### src/zfs_pkg.sv
// ----------------------------------------------------------------------------
// zfs_pkg: shared types and constants of the zero-padded FIR smoother
// Sizes of the window, the arithmetic and the queues, plus the job and
// result records that travel between the front, the job queue and the back.
// ----------------------------------------------------------------------------
`timescale 1ns / 1ps

package zfs_pkg;

   // filter geometry
   localparam int RADIUS      = 3;
   localparam int SAMPLE_BITS = 16;
   localparam int WIN_LEN     = 2 * RADIUS + 1;

   // coefficient registers: fixed at seven Q1.15 taps
   localparam int NUM_TAPS     = 7;
   localparam int TAP_MID      = 3;
   localparam int COEF_BITS    = 16;
   localparam int CSR_IDX_BITS = $clog2(NUM_TAPS);
   localparam int FRAC_BITS    = 15;

   // arithmetic widths
   localparam int PROD_BITS = SAMPLE_BITS + COEF_BITS;
   localparam int ACC_BITS  = PROD_BITS + $clog2(WIN_LEN);

   localparam logic signed [ACC_BITS-1:0] ROUND_BIAS = ACC_BITS'(1 << (FRAC_BITS - 1));
   localparam logic signed [ACC_BITS-1:0] SAT_HI =
      ACC_BITS'((64'sd1 <<< (SAMPLE_BITS - 1)) - 64'sd1);
   localparam logic signed [ACC_BITS-1:0] SAT_LO =
      ACC_BITS'(-(64'sd1 <<< (SAMPLE_BITS - 1)));

   // batch position counters
   localparam int SEEN_BITS = $clog2(RADIUS + 1);

   // queues
   localparam int JOBQ_DEPTH    = 4;
   localparam int JOBQ_PTR_BITS = $clog2(JOBQ_DEPTH);
   localparam int JOBQ_CNT_BITS = $clog2(JOBQ_DEPTH + 1);
   localparam int OUT_DEPTH     = 4;
   localparam int OUT_PTR_BITS  = $clog2(OUT_DEPTH);
   localparam int OUT_CNT_BITS  = $clog2(OUT_DEPTH + 1);

   // front sequencer
   typedef enum logic {
      FRONT_RUN,
      FRONT_FLUSH
   } front_state_type;

   // one dot product to compute: window newest first, plus result flags
   typedef struct packed {
      logic [WIN_LEN-1:0][SAMPLE_BITS-1:0] win;
      logic                                batch_end;
      logic                                run_end;
   } job_type;

   // one finished result
   typedef struct packed {
      logic [SAMPLE_BITS-1:0] smoothed;
      logic                   batch_end;
      logic                   run_end;
   } result_type;

   // reset value of a coefficient register: unity at the center, zero elsewhere
   function automatic logic [COEF_BITS-1:0] tap_reset(input int idx);
      logic [COEF_BITS-1:0] val;
      val = '0;
      if (idx == TAP_MID) begin
         val = COEF_BITS'(32767);
      end
      return val;
   endfunction

endpackage

### src/zfs_jobq.sv
// ----------------------------------------------------------------------------
// zfs_jobq: job queue between front and back
// Small circular buffer of window snapshots; lets the front and the back
// stall independently of each other.
// ----------------------------------------------------------------------------
`timescale 1ns / 1ps

module zfs_jobq (
   input  logic             clock,
   input  logic             reset,
   input  logic             push,
   input  zfs_pkg::job_type push_job,
   output logic             full,
   input  logic             pop,
   output zfs_pkg::job_type pop_job,
   output logic             empty
);

   zfs_pkg::job_type mem [zfs_pkg::JOBQ_DEPTH];

   logic [zfs_pkg::JOBQ_PTR_BITS-1:0] wr_ptr_ff, wr_ptr_in;
   logic [zfs_pkg::JOBQ_PTR_BITS-1:0] rd_ptr_ff, rd_ptr_in;
   logic [zfs_pkg::JOBQ_CNT_BITS-1:0] cnt_ff, cnt_in;
   logic                              do_push, do_pop;

   assign full    = (cnt_ff == zfs_pkg::JOBQ_CNT_BITS'(zfs_pkg::JOBQ_DEPTH));
   assign empty   = (cnt_ff == '0);
   assign do_push = push && !full;
   assign do_pop  = pop && !empty;
   assign pop_job = mem[rd_ptr_ff];

   // advance pointers and occupancy
   always_comb begin
      wr_ptr_in = wr_ptr_ff;
      rd_ptr_in = rd_ptr_ff;
      cnt_in    = cnt_ff;
      if (do_push) begin
         wr_ptr_in = wr_ptr_ff + 1'b1;
      end
      if (do_pop) begin
         rd_ptr_in = rd_ptr_ff + 1'b1;
      end
      if (do_push && !do_pop) begin
         cnt_in = cnt_ff + 1'b1;
      end else if (do_pop && !do_push) begin
         cnt_in = cnt_ff - 1'b1;
      end
   end

   always_ff @(posedge clock) begin
      if (reset) begin
         wr_ptr_ff <= '0;
         rd_ptr_ff <= '0;
         cnt_ff    <= '0;
      end else begin
         wr_ptr_ff <= wr_ptr_in;
         rd_ptr_ff <= rd_ptr_in;
         cnt_ff    <= cnt_in;
      end
   end

   // store the pushed beat
   always_ff @(posedge clock) begin
      if (do_push) begin
         mem[wr_ptr_ff] <= push_job;
      end
   end

   // the front never offers a job into a full queue
   a_no_push_when_full: assert property (@(posedge clock) disable iff (reset)
      push |-> !full)
      else $error("job pushed into full queue");

endmodule

### config.mk
export PLATFORM = sky130hd
export DESIGN_NAME = zfs_jobq
export DESIGN_NICKNAME = d
export VERILOG_FILES = /design/src/zfs_pkg.sv /design/src/zfs_jobq.sv
export SDC_FILE = /design/constraint.sdc
export NUM_CORES = 1
export LEC_CHECK = 0
export BUFFER_PORTS_ARGS = -buffer_cell sky130_fd_sc_hd__buf_2
export CORE_MARGIN = 8
export CORE_UTILIZATION = 45
export DETAILED_ROUTE_END_ITERATION = 8
export PLACE_DENSITY = 0.77
export SETUP_SLACK_MARGIN = 0.1
export SYNTH_ARGS = -nofsm -noshare
export SYNTH_HDL_FRONTEND = slang
export SYNTH_SLANG_ARGS = --single-unit
### constraint.sdc
create_clock -name clock -period 4 [get_ports clock]
set_input_delay 0.4 -clock clock [delete_from_list [all_inputs] [get_ports clock]]
set_output_delay 0.4 -clock clock [all_outputs]
set_load 0.01 [all_outputs]
* Word-level counts from Yosys, hierarchy flattened
Memory sizes are Yosys's and may differ from the RTL's. A register that Yosys moved wholly into a read port is not among the register bits. Index checks and enable logic that the tools add are counted.
Storage, ports and cells: memory bits (read-only) 0, register bits 7, memories 1, bits in latches 0, output and inout port bits 116, input port bits 118, RAM bits 456
Memory list:
- mem | words 4, bits a word 114, rd ports 1, clocked after memory_dff 1, wr ports 1, line zfs_jobq.sv:19 | zfs_pkg::job_type mem [zfs_pkg::JOBQ_DEPTH];
Cells by class: bitwise logic cells 0, div/mod/pow operators 0, order comparisons 0, add/subtract/negate cells 4, shifts and indexed selects 0, equality and inequality tests 1, multipliers 0, reductions and logical operators 10, mux-type cells 6
Operators with widths (number):
- 2-to-1 mux 3 bit | 2
- adder 2 x 1 -> 2 bit (second input constant) | 2
- logical AND 1 bit | 4
- zero test 1 bit | 4
- 2-to-1 mux 2 bit | 2
- adder 3 x 1 -> 3 bit (second input constant) | 1
- == test 3 bit (second input constant) | 1
- zero test 3 bit | 1
- subtractor 3 x 1 -> 3 bit (second input constant) | 1
- 2-to-1 mux 1 bit | 2
- nonzero test 2 bit | 1

* Logic depth before layout (Yosys ltp)
word-level depth 7, mapped depth 8, gate-level depth less buffers 8

* Worst setup path before layout
Ideal clock, no wire load.
kind register to register, from register cnt_ff[0] (netlist name), to memory mem[2][0] (netlist name) (enable), required time 3.514 ns, data arrival time 3.488 ns, stages on the path, launching flop included 4, clock period less this slack 3.974 ns, buffers on the path 0, path slack 0.026 ns, setup time 0.486 ns, cells stage by stage dfxtp_1 nor3b_1 nor2_1 and2_1
Between the ends: cells in the longest elaborated chain, start to end 5
Ends and longest elaborated chain:
- start, declared | line zfs_jobq.sv:23 | logic [zfs_pkg::JOBQ_CNT_BITS-1:0] cnt_ff, cnt_in;
- start signal, assigned | line zfs_jobq.sv:58 | cnt_ff <= cnt_in;
- == test 3 bit | line zfs_jobq.sv:26 | assign full = (cnt_ff == zfs_pkg::JOBQ_CNT_BITS'(zfs_pkg::JOBQ_DEPTH));
- named net full | line zfs_jobq.sv:13 | output logic full,
- zero test 1 bit | line zfs_jobq.sv:28 | assign do_push = push && !full;
- logical AND 1 bit | line zfs_jobq.sv:28
- named net do_push | line zfs_jobq.sv:24 | logic do_push, do_pop;
- 2-to-1 mux 1 bit | line zfs_jobq.sv:64 | if (do_push) begin
- 2-to-1 mux 1 bit (implied by the code) | line zfs_jobq.sv:65 | mem[wr_ptr_ff] <= push_job;
- end, declared | line zfs_jobq.sv:19
The timed path passes the listed nets, and every way through them passes these cells.

==> flow_summary_export.csv <==
group,metric,value,unit
run_status,status,"completed",
layout,post-route-util,53.8,%
cts,cts_setup_buffers,0,
floorplan,core-area,37300,sq um
place,place_congestion,0.719,
layout,drive_above_1_share,44.8,%
grt,gr-usage-all-layers,14.7,%
logic_synthesis,yosysWarnings,0,
floorplan,num_io_pins,234,
cts,cts_tree,"yes",
sta,fmax,0.336,GHz
route,drc_errors,0,
sta,slew_viol_final,0,
pwr,seqPwrFrac,47.2,%
critical_path,r2r-end,"mem[1][95]",
sta,period_share,74.3,%
pwr,p_comb_share,21.4,%
route,routedWlPerCell,22.9,um
logic_synthesis,syn_area_per_cell,26.3,sq um
min_path,min-delay-start,"push_job[38]",
cts,cts_root_buf,"clkbuf_16",
logic_synthesis,syn_inst,644,
layout,fill_cells,2806,
route,totalWireLength,32400,um
min_path,hold_class,"input pin to flop",
cts,cts_hold_buf,0,
sta,relSlewSlack,51.4,%
place,hpwl,19400,um
pwr,clock_power_share,31.4,%
pwr,power.internal,9.57,mW
critical_path,required,3600,ps
min_path,hold_depth,1,
critical_path,critPathKind,"flop to output port",
pwr,p_leak,6.68,nW
place,placement.io_buffers,233,
floorplan,dieWidth,210,um
floorplan,die_h,210,um
floorplan,start_util,45.4,%
critical_path,crit_path_max_fanout,47,
pwr,ir_drop,0.000494,V
min_path,hold_end,"mem[0][38]",
layout,syn2layout_area_growth,18.7,%
sta,hold_viol_final,0,
pwr,p_sw_share,25.8,%
critical_path,start_kind,"flop",
route,routed_via_density,5.36,
critical_path,r2r_slack,1640,ps
grt,grt_max_degree,115,
sta,period_needed,2970,ps
logic_synthesis,syn_area,16900,sq um
cts,clk_pin_slew_worst_paths,60,ps
route,initialDrtViolationCount,392,
cts,h-tree-depth,2,
cts,clock_sinks,465,
layout,final_cell_mix,"edfxtp_1, buf_2, mux4_2",
sta,fin_skew,12.9,ps
grt,antenna_found_initial,7,
critical_path,r2r-start,"cnt_ff[0]",
layout,layout.nets,1033,
critical_path,crit_arrival,2570,ps
sta,setup_tns,0,ps
route,vias,7603,
floorplan,fp.dieArea,44100,sq um
pwr,power_density,641,nW/um^2
flow_run,drv_cap,0,
route,drt_pass1_iterations,5,
logic_synthesis,synth_seq_cells,465,
logic_synthesis,synth_nets,768,
logic_synthesis,seq_area_frac_synth,82.0,%
cts,clk_latency,560,ps
grt,overflow,0,
floorplan,rows,71,
cts,cts_max_path_buffers,3,
pwr,p_switching,3.32,mW
grt,grt_pass1_vias,8095,
grt,grt_first_pass_wirelength,49000,um
logic_synthesis,synth.distinct_cells,23,
cts,ctsResizeCount,0,
sta,setup_violations,0,
critical_path,r2r_cells,4,
layout,final_common_cell,"edfxtp_1",
sta,rsz0062_at_grt,"false",
cts,numCtsBuffers,46,
critical_path,endpoint_kind,"output port",
route,drt.antenna.violating_nets,0,
sta,worst_pin_slew,730,ps
==> flip-flops by register name (all words and copies together), names as in the netlist, named ones only <==
| name | count |
|---|---|
| wr_ptr_ff | 2 |
| cnt_ff | 3 |
| mem | 456 |
| rd_ptr_ff | 2 |
==> power groups by stage <==
stage | clock network [mW] | logic, mW | registers [mW]
floorplan | 0 | 1.95 | 6.05
global placement | 0 | 2.83 | 6.17
detailed placement | 0 | 2.84 | 6.20
CTS | 4.17 | 2.86 | 6.10
global route | 4.33 | 2.98 | 6.14
finish | 4.04 | 2.76 | 6.08
==> cell families after synthesis <==
kind of cell               synth area share (%)
AOI/OAI and AO/OA                         0.214
buffers and inverters                      1.32
muxes                                      15.3
xor gates and xnor gates                  0.207
DFF                                        82.0
and+or+nand+nor                           0.503
adders and majority gates                 0.488
==> area by class of cell <==
cell class	instances	area, sq um	area share, %
multi-input cells	148	2840	14.1
clock inverters	24	159	0.791
well taps	474	593	2.95
diodes	1	2.50	0.0125
clock buffers	59	1260	6.29
repair buffers	244	1340	6.65
inverters	4	15.0	0.0747
flip-flops and latches	465	13900	69.1
==> metrics by stage <==
step           power (mW)  hold slack [ps]  instances  area [sq um]  worst slack [ps]
2_1_floorplan        8.00              482        644         16900              1280
3_3_place_gp         9.00              496       1335         18700              1560
3_5_place_dp         9.04              523       1335         18700              1540
4_1_cts              13.1             1.24       1418         20100               902
5_1_grt              13.5             13.0       1419         20100               826
6_report             12.9             51.9       1419         20100              1030
==> layer usage <==
metal	up-vias	global-route usage [%]	share of wire, %
li1	3309	-	-
met1	3942	18.9	40
met2	280	24.1	50
met3	60	4.75	7.8
met4	12	4.06	2.0
met5	-	0	0.23
==> worst max path at each step <==
| stage | slack [ps] | endpoint |
|---|---|---|
| 2_1_floorplan | 1280 | mem[0][0] |
| 3_3_place_gp | 1560 | pop_job[61] |
| 3_5_place_dp | 1540 | pop_job[70] |
| 4_1_cts | 900 | pop_job[84] |
| 5_1_grt | 830 | pop_job[84] |
| 6_report | 1030 | pop_job[84] |
==> synth_stat cells <==
master,count,area [sq um]
buf_6,1,11.3
nor3b_1,1,7.51
clkbuf_1,6,22.5
inv_1,4,15.0
nor3_1,1,5.00
mux4_2,114,2570
nand2b_1,2,12.5
dfxtp_1,9,180
and2_1,4,25.0
mux2i_1,2,20.0
buf_2,13,65.1
o21ai_0,2,10.0
o311ai_0,1,8.76
o31ai_1,1,7.51
ha_1,5,62.6
nor2_1,6,22.5
buf_8,6,90.1
a21oi_1,2,10.0
buf_12,1,20.0
fa_1,1,20.0
xor2_1,4,35.0
edfxtp_1,456,13700
or3_1,2,12.5
==> critical path, stage by stage, from the launching register on <==
cell and delay [ps]:
dfxtp_4 770, buf_12 430, mux4_2 610, buf_2 170
No activity file was read; power rests on OpenSTA's default activity.
